==> config.mk <==
export PLATFORM = sky130hd
export DESIGN_NAME = console_line_editor_unit
export DESIGN_NICKNAME = d
export VERILOG_FILES = /design/src/rtl/cle_pkg.sv /design/src/rtl/cle_ctrl.sv /design/src/rtl/cle_datapath.sv /design/src/rtl/console_line_editor_unit.sv
export SDC_FILE = /design/constraint.sdc
export NUM_CORES = 2
export LEC_CHECK = 0
export BUFFER_PORTS_ARGS = -buffer_cell sky130_fd_sc_hd__buf_2
export CAP_MARGIN = 20
export CORE_MARGIN = 5
export CORE_UTILIZATION = 55
export DETAILED_ROUTE_END_ITERATION = 8
export GPL_TIMING_DRIVEN = 0
export PLACE_DENSITY = 0.77
export SETUP_SLACK_MARGIN = 0.5
export SLEW_MARGIN = 20
export SYNTH_ARGS = -nofsm -noshare
export SYNTH_HDL_FRONTEND = slang
export SYNTH_HIERARCHICAL = 1
export SYNTH_SLANG_ARGS = --single-unit
export TNS_END_PERCENT = 50
==> constraint.sdc <==
create_clock -name aclk -period 5.3 [get_ports aclk]
set_clock_uncertainty 0.05 [all_clocks]
set_input_delay 1.06 -clock aclk [delete_from_list [all_inputs] [get_ports aclk]]
set_output_delay 1.06 -clock aclk [all_outputs]
set_load 0.1 [all_outputs]
==> src/rtl/cle_pkg.sv <==
// ----------------------------------------------------------------------------
// cle_pkg: shared types and constants of the console line editor
// Ring geometry, key codes, echo kinds, index helpers and the
// command/status bundles between controller and datapath.
// ----------------------------------------------------------------------------
package cle_pkg;

    // ring geometry: indices count modulo twice the depth
    localparam int BUF_DEPTH = 128;
    localparam int IDX_MOD   = 2 * BUF_DEPTH;
    localparam int IDX_W     = $clog2(BUF_DEPTH) + 1;
    localparam int SLOT_W    = (BUF_DEPTH > 1) ? $clog2(BUF_DEPTH) : 1;

    typedef logic [IDX_W-1:0]  idx_t;
    typedef logic [SLOT_W-1:0] slot_t;

    localparam idx_t DEPTH_IDX = idx_t'(BUF_DEPTH);
    localparam idx_t DEPTH_M1  = idx_t'(BUF_DEPTH - 1);
    localparam idx_t IDX_LAST  = idx_t'(IDX_MOD - 1);

    // key codes
    localparam logic [7:0] KEY_NUL    = 8'h00;
    localparam logic [7:0] KEY_CTRL_D = 8'h04;
    localparam logic [7:0] KEY_CTRL_H = 8'h08;
    localparam logic [7:0] KEY_LF     = 8'h0a;
    localparam logic [7:0] KEY_CR     = 8'h0d;
    localparam logic [7:0] KEY_CTRL_P = 8'h10;
    localparam logic [7:0] KEY_CTRL_U = 8'h15;
    localparam logic [7:0] KEY_DEL    = 8'h7f;

    // echo kinds
    localparam logic [1:0] ECHO_NONE  = 2'd0;
    localparam logic [1:0] ECHO_CHAR  = 2'd1;
    localparam logic [1:0] ECHO_ERASE = 2'd2;

    // request modes
    localparam logic MODE_RX   = 1'b0;
    localparam logic MODE_READ = 1'b1;

    // result of one request
    typedef struct packed {
        logic [1:0] echo_kind;
        logic [7:0] echo_char;
        logic [7:0] erase_count;
        logic       dump_request;
        logic       line_committed;
        logic       read_valid;
        logic [7:0] read_char;
        logic       read_eof;
        logic       read_line_end;
    } res_t;

    // controller to datapath
    typedef struct packed {
        logic load;
        logic pop_issue;
        logic pop_finish;
        logic dump;
        logic erase;
        logic store;
        logic kill_issue;
        logic kill_step;
        logic out_load;
    } cmd_t;

    // datapath to controller
    typedef struct packed {
        logic is_read;
        logic is_dump;
        logic is_kill;
        logic is_erase;
        logic is_store;
        logic can_pop;
        logic has_edit;
        logic has_room;
        logic kill_lf;
        logic kill_last;
    } sts_t;

    // index helpers
    function automatic idx_t idx_inc(idx_t i);
        return (i == IDX_LAST) ? '0 : i + idx_t'(1);
    endfunction

    function automatic idx_t idx_dec(idx_t i);
        return (i == '0) ? IDX_LAST : i - idx_t'(1);
    endfunction

    function automatic slot_t idx_slot(idx_t i);
        idx_t t;
        t = (i >= DEPTH_IDX) ? i - DEPTH_IDX : i;
        return t[SLOT_W-1:0];
    endfunction

    function automatic idx_t idx_dist(idx_t hi, idx_t lo);
        logic [IDX_W:0] t;
        t = (hi >= lo) ? {1'b0, hi} - {1'b0, lo}
                       : {1'b0, hi} + (IDX_W+1)'(IDX_MOD) - {1'b0, lo};
        return t[IDX_W-1:0];
    endfunction

endpackage

==> src/rtl/cle_ctrl.sv <==
// ----------------------------------------------------------------------------
// cle_ctrl: sequencing controller of the console line editor
// Takes one request at a time, steps the datapath through pop, edit or
// kill-line walk, then hands the result to the output register.
// ----------------------------------------------------------------------------
module cle_ctrl (
    input  logic          aclk,
    input  logic          aresetn,
    input  logic          in_valid,
    output logic          in_ready,
    input  logic          out_free,
    input  cle_pkg::sts_t sts,
    output cle_pkg::cmd_t cmd
);
    import cle_pkg::*;

    typedef enum logic [5:0] {
        S_IDLE       = 6'b000001,
        S_EXEC       = 6'b000010,
        S_POP_WAIT   = 6'b000100,
        S_KILL_ISSUE = 6'b001000,
        S_KILL_WAIT  = 6'b010000,
        S_DONE       = 6'b100000
    } state_t;

    state_t state_reg, state_next;

    // state register
    always_ff @(posedge aclk) begin
        if (!aresetn) begin
            state_reg <= S_IDLE;
        end else begin
            state_reg <= state_next;
        end
    end

    // next state and commands
    always_comb begin
        state_next = state_reg;
        cmd        = '0;
        in_ready   = 1'b0;
        unique case (state_reg)
            S_IDLE: begin
                in_ready = 1'b1;
                if (in_valid) begin
                    cmd.load   = 1'b1;
                    state_next = S_EXEC;
                end
            end
            S_EXEC: begin
                state_next = S_DONE;
                if (sts.is_read) begin
                    if (sts.can_pop) begin
                        cmd.pop_issue = 1'b1;
                        state_next    = S_POP_WAIT;
                    end
                end else if (sts.is_dump) begin
                    cmd.dump = 1'b1;
                end else if (sts.is_kill) begin
                    if (sts.has_edit) begin
                        state_next = S_KILL_ISSUE;
                    end
                end else if (sts.is_erase) begin
                    cmd.erase = sts.has_edit;
                end else if (sts.is_store) begin
                    cmd.store = sts.has_room;
                end
            end
            S_POP_WAIT: begin
                cmd.pop_finish = 1'b1;
                state_next     = S_DONE;
            end
            S_KILL_ISSUE: begin
                cmd.kill_issue = 1'b1;
                state_next     = S_KILL_WAIT;
            end
            S_KILL_WAIT: begin
                if (sts.kill_lf) begin
                    state_next = S_DONE;
                end else begin
                    cmd.kill_step = 1'b1;
                    state_next    = sts.kill_last ? S_DONE : S_KILL_ISSUE;
                end
            end
            S_DONE: begin
                if (out_free) begin
                    cmd.out_load = 1'b1;
                    state_next   = S_IDLE;
                end
            end
            default: begin
                state_next = S_IDLE;
            end
        endcase
    end

    // a request is only taken while nothing is in flight
    a_ready_idle: assert property (@(posedge aclk) disable iff (!aresetn)
        in_ready |-> (state_reg == S_IDLE))
        else $error("ready raised outside idle");

    // a kill step always comes in the cycle after its store read
    a_kill_after_issue: assert property (@(posedge aclk) disable iff (!aresetn)
        cmd.kill_step |-> $past(cmd.kill_issue))
        else $error("kill step without a store read");

    // a pop finishes right after its read was issued
    a_pop_after_issue: assert property (@(posedge aclk) disable iff (!aresetn)
        cmd.pop_issue |=> cmd.pop_finish)
        else $error("pop read not finished");

endmodule

==> src/rtl/cle_datapath.sv <==
// ----------------------------------------------------------------------------
// cle_datapath: line store, ring indices and result assembly
// Holds the request, the byte ring memory, the read, commit and edit
// indices, the kill counter and the result fields of the current request.
// ----------------------------------------------------------------------------
module cle_datapath (
    input  logic          aclk,
    input  logic          aresetn,
    input  logic          in_mode,
    input  logic [7:0]    in_char,
    input  logic          in_first,
    input  cle_pkg::cmd_t cmd,
    output cle_pkg::sts_t sts,
    output cle_pkg::res_t res
);
    import cle_pkg::*;

    // captured request
    logic       mode_reg;
    logic [7:0] char_reg;
    logic       first_reg;

    // ring indices and kill counter
    idx_t read_idx_reg, commit_idx_reg, edit_idx_reg;
    idx_t cnt_reg;

    // result fields
    logic [1:0] kind_reg;
    logic [7:0] echo_reg;
    logic       dump_reg;
    logic       commit_flag_reg;
    logic       rvalid_reg;
    logic [7:0] rchar_reg;
    logic       eof_reg;
    logic       lend_reg;

    // line store
    logic [7:0] mem [BUF_DEPTH];
    logic [7:0] q_reg;
    slot_t      raddr;
    logic       re;

    logic [7:0] store_char;
    idx_t       edit_dec;
    idx_t       edit_inc;
    idx_t       used;

    assign store_char = (char_reg == KEY_CR) ? KEY_LF : char_reg;
    assign edit_dec   = idx_dec(edit_idx_reg);
    assign edit_inc   = idx_inc(edit_idx_reg);
    assign used       = idx_dist(edit_idx_reg, read_idx_reg);
    assign re         = cmd.pop_issue | cmd.kill_issue;
    assign raddr      = cmd.kill_issue ? idx_slot(edit_dec) : idx_slot(read_idx_reg);

    // memory write and registered read
    always_ff @(posedge aclk) begin
        if (cmd.store) begin
            mem[idx_slot(edit_idx_reg)] <= store_char;
        end
        if (re) begin
            q_reg <= mem[raddr];
        end
    end

    // request capture
    always_ff @(posedge aclk) begin
        if (cmd.load) begin
            mode_reg  <= in_mode;
            char_reg  <= in_char;
            first_reg <= in_first;
        end
    end

    // indices
    always_ff @(posedge aclk) begin
        if (!aresetn) begin
            read_idx_reg   <= '0;
            commit_idx_reg <= '0;
            edit_idx_reg   <= '0;
        end else begin
            if (cmd.pop_finish && !(q_reg == KEY_CTRL_D && !first_reg)) begin
                read_idx_reg <= idx_inc(read_idx_reg);
            end
            if (cmd.erase || cmd.kill_step) begin
                edit_idx_reg <= edit_dec;
            end else if (cmd.store) begin
                edit_idx_reg <= edit_inc;
                if (store_char == KEY_LF || store_char == KEY_CTRL_D
                        || used == DEPTH_M1) begin
                    commit_idx_reg <= edit_inc;
                end
            end
        end
    end

    // result fields and kill counter
    always_ff @(posedge aclk) begin
        if (cmd.load) begin
            kind_reg        <= ECHO_NONE;
            echo_reg        <= '0;
            dump_reg        <= 1'b0;
            commit_flag_reg <= 1'b0;
            rvalid_reg      <= 1'b0;
            rchar_reg       <= '0;
            eof_reg         <= 1'b0;
            lend_reg        <= 1'b0;
            cnt_reg         <= '0;
        end else begin
            if (cmd.dump) begin
                dump_reg <= 1'b1;
            end
            if (cmd.erase) begin
                kind_reg <= ECHO_ERASE;
                cnt_reg  <= idx_t'(1);
            end
            if (cmd.kill_step) begin
                kind_reg <= ECHO_ERASE;
                cnt_reg  <= cnt_reg + idx_t'(1);
            end
            if (cmd.store) begin
                kind_reg        <= ECHO_CHAR;
                echo_reg        <= store_char;
                commit_flag_reg <= (store_char == KEY_LF || store_char == KEY_CTRL_D
                                    || used == DEPTH_M1);
            end
            if (cmd.pop_finish) begin
                rvalid_reg <= 1'b1;
                rchar_reg  <= q_reg;
                eof_reg    <= (q_reg == KEY_CTRL_D);
                lend_reg   <= (q_reg == KEY_LF);
            end
        end
    end

    // saturated erase count
    logic [IDX_W+8:0] cnt_wide;
    logic [7:0]       cnt_sat;
    assign cnt_wide = (IDX_W+9)'(cnt_reg);
    assign cnt_sat  = (cnt_wide > (IDX_W+9)'(255)) ? 8'hff : cnt_wide[7:0];

    // status to controller
    always_comb begin
        sts           = '0;
        sts.is_read   = (mode_reg == MODE_READ);
        if (mode_reg == MODE_RX) begin
            unique case (char_reg)
                KEY_CTRL_P:          sts.is_dump  = 1'b1;
                KEY_CTRL_U:          sts.is_kill  = 1'b1;
                KEY_CTRL_H, KEY_DEL: sts.is_erase = 1'b1;
                KEY_NUL:             sts.is_store = 1'b0;
                default:             sts.is_store = 1'b1;
            endcase
        end
        sts.can_pop   = (read_idx_reg != commit_idx_reg);
        sts.has_edit  = (edit_idx_reg != commit_idx_reg);
        sts.has_room  = (used < DEPTH_IDX);
        sts.kill_lf   = (q_reg == KEY_LF);
        sts.kill_last = (edit_dec == commit_idx_reg);
    end

    // result out
    always_comb begin
        res                = '0;
        res.echo_kind      = kind_reg;
        res.echo_char      = echo_reg;
        res.erase_count    = (kind_reg == ECHO_ERASE) ? cnt_sat : 8'h00;
        res.dump_request   = dump_reg;
        res.line_committed = commit_flag_reg;
        res.read_valid     = rvalid_reg;
        res.read_char      = rchar_reg;
        res.read_eof       = eof_reg;
        res.read_line_end  = lend_reg;
    end

    // unread data never exceeds the ring
    a_ring_bound: assert property (@(posedge aclk) disable iff (!aresetn)
        idx_dist(edit_idx_reg, read_idx_reg) <= DEPTH_IDX)
        else $error("ring overfilled");

    // commit point lies between read and edit points
    a_commit_order: assert property (@(posedge aclk) disable iff (!aresetn)
        idx_dist(commit_idx_reg, read_idx_reg) <= idx_dist(edit_idx_reg, read_idx_reg))
        else $error("commit index outside read..edit");

    // each kill step erases exactly one byte
    a_kill_count: assert property (@(posedge aclk) disable iff (!aresetn)
        cmd.kill_step |=> (cnt_reg == $past(cnt_reg) + idx_t'(1)))
        else $error("kill count did not advance");

endmodule

==> src/rtl/console_line_editor_unit.sv <==
// ----------------------------------------------------------------------------
// console_line_editor_unit: canonical-mode console line buffer
// Top level: request/result stream ports, output register, controller
// and datapath.
// ----------------------------------------------------------------------------
// Usage
//   s_* carries requests: s_tuser is the mode (0 received key, 1 read of one
//   byte), s_tdata holds the key and the first-of-read flag. m_* returns one
//   result per request: m_tuser is the echo kind, m_tdata the echo, erase,
//   commit and read fields.
//   One request is worked on at a time. After the accepting edge, a key's
//   result is formed in the execute state and then moves into the output
//   register; a read that finds data passes a pop-wait state first. A
//   kill-line walks the store from the edit point back, one memory read plus
//   one compare per erased byte; it erases up to one less than the buffer depth.
//   A new request is taken as soon as the previous one has moved into the
//   output register, even while that result waits for m_tready; a stalled
//   receiver holds that result, lets one more request finish its work and
//   then blocks the input.
//   Reset clears the read, commit and edit indices and empties the output
//   register; the store contents need no clearing.
// ----------------------------------------------------------------------------
module console_line_editor_unit (
    input  logic        aclk,
    input  logic        aresetn,
    input  logic        s_tvalid,
    output logic        s_tready,
    input  logic [15:0] s_tdata,   // [7:0] rx_char, [8] first_of_read, rest zero
    input  logic        s_tuser,   // [0] mode
    output logic        m_tvalid,
    input  logic        m_tready,
    output logic [31:0] m_tdata,   // [7:0] echo_char, [15:8] erase_count,
                                   // [16] dump_request, [17] line_committed,
                                   // [18] read_valid, [26:19] read_char,
                                   // [27] read_eof, [28] read_line_end
    output logic [1:0]  m_tuser    // [1:0] echo_kind
);
    import cle_pkg::*;

    cmd_t cmd;
    sts_t sts;
    res_t res;

    logic out_free;
    logic m_tvalid_reg;
    res_t out_reg;

    assign out_free = !m_tvalid_reg || m_tready;

    cle_ctrl u_ctrl (
        .aclk     (aclk),
        .aresetn  (aresetn),
        .in_valid (s_tvalid),
        .in_ready (s_tready),
        .out_free (out_free),
        .sts      (sts),
        .cmd      (cmd)
    );

    cle_datapath u_dp (
        .aclk     (aclk),
        .aresetn  (aresetn),
        .in_mode  (s_tuser),
        .in_char  (s_tdata[7:0]),
        .in_first (s_tdata[8]),
        .cmd      (cmd),
        .sts      (sts),
        .res      (res)
    );

    // output register
    always_ff @(posedge aclk) begin
        if (!aresetn) begin
            m_tvalid_reg <= 1'b0;
        end else if (cmd.out_load) begin
            m_tvalid_reg <= 1'b1;
        end else if (m_tready) begin
            m_tvalid_reg <= 1'b0;
        end
    end

    always_ff @(posedge aclk) begin
        if (cmd.out_load) begin
            out_reg <= res;
        end
    end

    // result packing
    assign m_tvalid = m_tvalid_reg;
    assign m_tuser  = out_reg.echo_kind;
    assign m_tdata  = {3'b000, out_reg.read_line_end, out_reg.read_eof,
                       out_reg.read_char, out_reg.read_valid, out_reg.line_committed,
                       out_reg.dump_request, out_reg.erase_count, out_reg.echo_char};

    // the output register is only loaded when it is free
    a_no_overwrite: assert property (@(posedge aclk) disable iff (!aresetn)
        cmd.out_load |-> out_free)
        else $error("result overwritten");

    // a loaded result is presented in the next cycle
    a_load_shows: assert property (@(posedge aclk) disable iff (!aresetn)
        cmd.out_load |=> m_tvalid)
        else $error("loaded result not presented");

    // no request is taken in the cycle a result is loaded
    a_one_at_a_time: assert property (@(posedge aclk) disable iff (!aresetn)
        cmd.out_load |-> !s_tready)
        else $error("request accepted during result load");

endmodule

==> flow_summary.toml <==
[outcome]
outcome = "finished, violations left"
violations = "DRC"

[power]
ir_worst_vdd_v = 0.000280
power_mw = 18.2
p_leak_nw = 17.7
power_density_nw_per_um2 = 345

[worst_setup_path]
ff2ff_setup_slack_ns = 0.31
cp_data_required_time_ns = 5.59
path_max_fanout = 10
rr_startpoint = "u_dp/edit_idx_reg[1]"
worst_setup_path_start_kind = "flip-flop"
critPathKind = "reg2reg"
r2r_end = "u_dp/q_reg[2]"
worstRegToRegCells = 12
critical_path.endpoint_type = "flip-flop"
worstPathArrival_ns = 5.28

[sta]
slew_headroom_pct = 12.7
rsz0062_at_grt = "yes"
tns_ns = 0
fin_crit_sh_pct = 94.1
worst_pin_slew_ns = 1.30
whs_ns = 0.382
final-hold-violation-count = 0
setup_viol = 0
layout_min_cycle_time_ns = 4.99
max_freq_mhz = 200
drv_slew = 0

[synthesis]
synth_enable_flop_cells = 1073
synth-warning-count = 6
syn_inst = 3165
avgSynthCellArea_um2 = 14.6
synth_area_um2 = 46200
synth_cell_types = 92
synthArstFlopShare_pct = 0
synth_seq_cells = 1135
synth_flop_cell = "edfxtp_1"
ys_seq_area_share_pct = 72.4

[hold_path]
hp-class = "reg2reg"
whs_path_depth = 0
worstHoldEndpoint = "m_tdata[22]"
hold_path.startpoint = "u_dp/rchar_reg[3]"

[place]
place.gp.congestion = 1.00
io_buffers = 46
dp_hpwl_um = 92900
dp.cells = 4314

[final_layout]
syn_to_final_growth_pct = 14.3
drive_above_1_share_pct = 18.8
largest_reg_flops = 1024
utilization_pct = 63.2
top_register = "u_dp/mem"
fin_nets = 3383
final_cells = 4528

[grt]
grt_pass1_wl_um = 195000
gr-total-overflow = 0
grt.total_usage_pct = 29.7
grt_pass1_vias = 28900
antenna_found_initial = 1
grt_max_degree = 78

[cts]
clk_latency_ns = 0.69
cts_tree = "done"
ctsLongestPathBuffers = 3
htreeDepth = 3
cts.reportedPaths.clkPinSlew_ns = 0.07
cts_buffers = 109
cts_root_buf = "clkbuf_16"
clock_sinks = 1135

[floorplan]
core-area_um2 = 83600
io-pin-count = 57
start_util_pct = 55.3
rows = 106
dieArea_um2 = 90000
die_w_um = 300
die_height_um = 300

[detailed_routing]
totalWireLength_um = 137000
drtIter0Drc = 5076
wire_per_inst_um = 30.2
vias = 30200
drtAntennaViolNets = 0
dr.pass1.iters = 9
viasPerCell = 6.67
remaining_drc_errors = 7

[job]
drv_cap = 0
## logic make-up (layout without fill, tap and decap cells)
group	after synthesis	count (layout)	synth area share, %
XOR/XNOR	47	47	0.906
other	1	7	0.00811
AO/OA/AOI/OAI	473	473	6.73
adder cells (fa/ha/maj)	12	12	0.341
multiplexers	186	186	6.54
flip-flops	1135	1135	72.4
buffers and inverters	235	512	2.61
AND/OR/NAND/NOR	1076	1076	10.5
## area by class of cell
| cell class | count | area (um^2) |
|---|---|---|
| plain buffers | 197 | 1160 |
| repair buffers | 72 | 728 |
| diodes | 4 | 10.0 |
| clock inverters | 64 | 681 |
| flip-flops and latches | 1135 | 33500 |
| inverters | 38 | 148 |
| clock buffers | 141 | 3030 |
| well taps | 1080 | 1350 |
| multi-input cells | 1797 | 12300 |
| fillers | 5752 | 30700 |
## routing by layer
| metal | track usage (%) | share of wire, % | wire (um) |
|---|---|---|---|
| met1 | 38.0 | 34 | 46500 |
| met2 | 45.8 | 45 | 61800 |
| met3 | 9.05 | 14 | 19000 |
| met4 | 16.4 | 6.7 | 9200 |
| met5 | 0 | 0 | 0 |
## synth_stat cells, types with 14 or more instances
master | n | area, um^2
nor2_1 | 248 | 931
inv_1 | 37 | 139
mux4_2 | 90 | 2030
nor2b_1 | 14 | 87.6
a22oi_1 | 22 | 165
clkbuf_1 | 82 | 308
a211oi_1 | 30 | 225
nand3_1 | 125 | 626
edfxtp_1 | 1073 | 32200
a21oi_1 | 139 | 696
xnor2_1 | 21 | 184
nor4_1 | 24 | 150
a221oi_1 | 20 | 175
nor3_1 | 55 | 275
buf_2 | 56 | 280
mux2_2 | 20 | 225
buf_4 | 28 | 210
a31oi_1 | 44 | 275
xor2_1 | 25 | 219
and3_1 | 32 | 200
and2_1 | 17 | 106
o21ai_0 | 65 | 325
buf_6 | 18 | 203
mux2i_1 | 75 | 751
dfxtp_1 | 62 | 1240
o22ai_1 | 32 | 200
a22o_1 | 16 | 140
nand2_1 | 481 | 1810
## what timing repair did
action                                  4_1_cts  5_1_grt
buffers inserted                              3        2
gates resized for setup                     111      117
hold buffers                                  0        0
pin swaps                                     1        2
endpoints found under the hold margin         0        0
endpoints found under the setup margin      709      874
## per-stage QoR
stage	cell area [um^2]	setup WS (ns)
CTS	52400	0.243
detailed placement	48400	-0.372
floorplan	46300	0.520
global route	52800	0.303
global placement	47800	-4.40
finish	52800	0.311
## placed cells by master (no fill, tap or decap), types with 70 or more instances in the layout
cell type  instances
edfxtp_1        1073
a21oi_1          139
nor2_1           159
mux2i_1           75
nand2_1          478
nand3_1          121
buf_2             97
clkbuf_1          70
clkbuf_16        115
mux4_2            90
## worst max-delay path by stage
stage	start	endpoint	slack, ns	cells past startpoint
final	u_dp/edit_idx_reg[1]	u_dp/q_reg[2]	0.31	12
after global routing	u_dp/edit_idx_reg[0]	u_dp/mem[66][0]	0.30	15
after CTS	u_dp/read_idx_reg[1]	u_dp/mem[107][1]	0.24	14
after detailed placement	u_dp/edit_idx_reg[1]	u_dp/q_reg[1]	-0.37	14
after global placement	u_dp/char_reg[7]	u_dp/mem[40][0]	-4.40	4
after floorplan	u_dp/char_reg[2]	u_dp/mem[0][0]	0.52	4
## worst max-delay path, stage by stage (launching register included)
cell,delay (ns)
dfxtp_1,0.49
clkbuf_4,0.31
inv_1,0.13
ha_1,0.20
buf_4,0.17
xnor2_1,0.17
a21oi_1,0.81
clkbuf_1,0.72
o21ai_0,0.30
a221oi_1,0.51
o21bai_1,0.27
a31oi_2,0.34
a311oi_2,0.15
## power by group
part | leakage [nW] | switching (mW) | internal, mW
clock network | 1.80 | 3.41 | 4.56
registers | 10.1 | 0.0123 | 9.87
logic | 5.77 | 0.288 | 0.0784
Note: power is estimated with default switching activity, not from simulation.
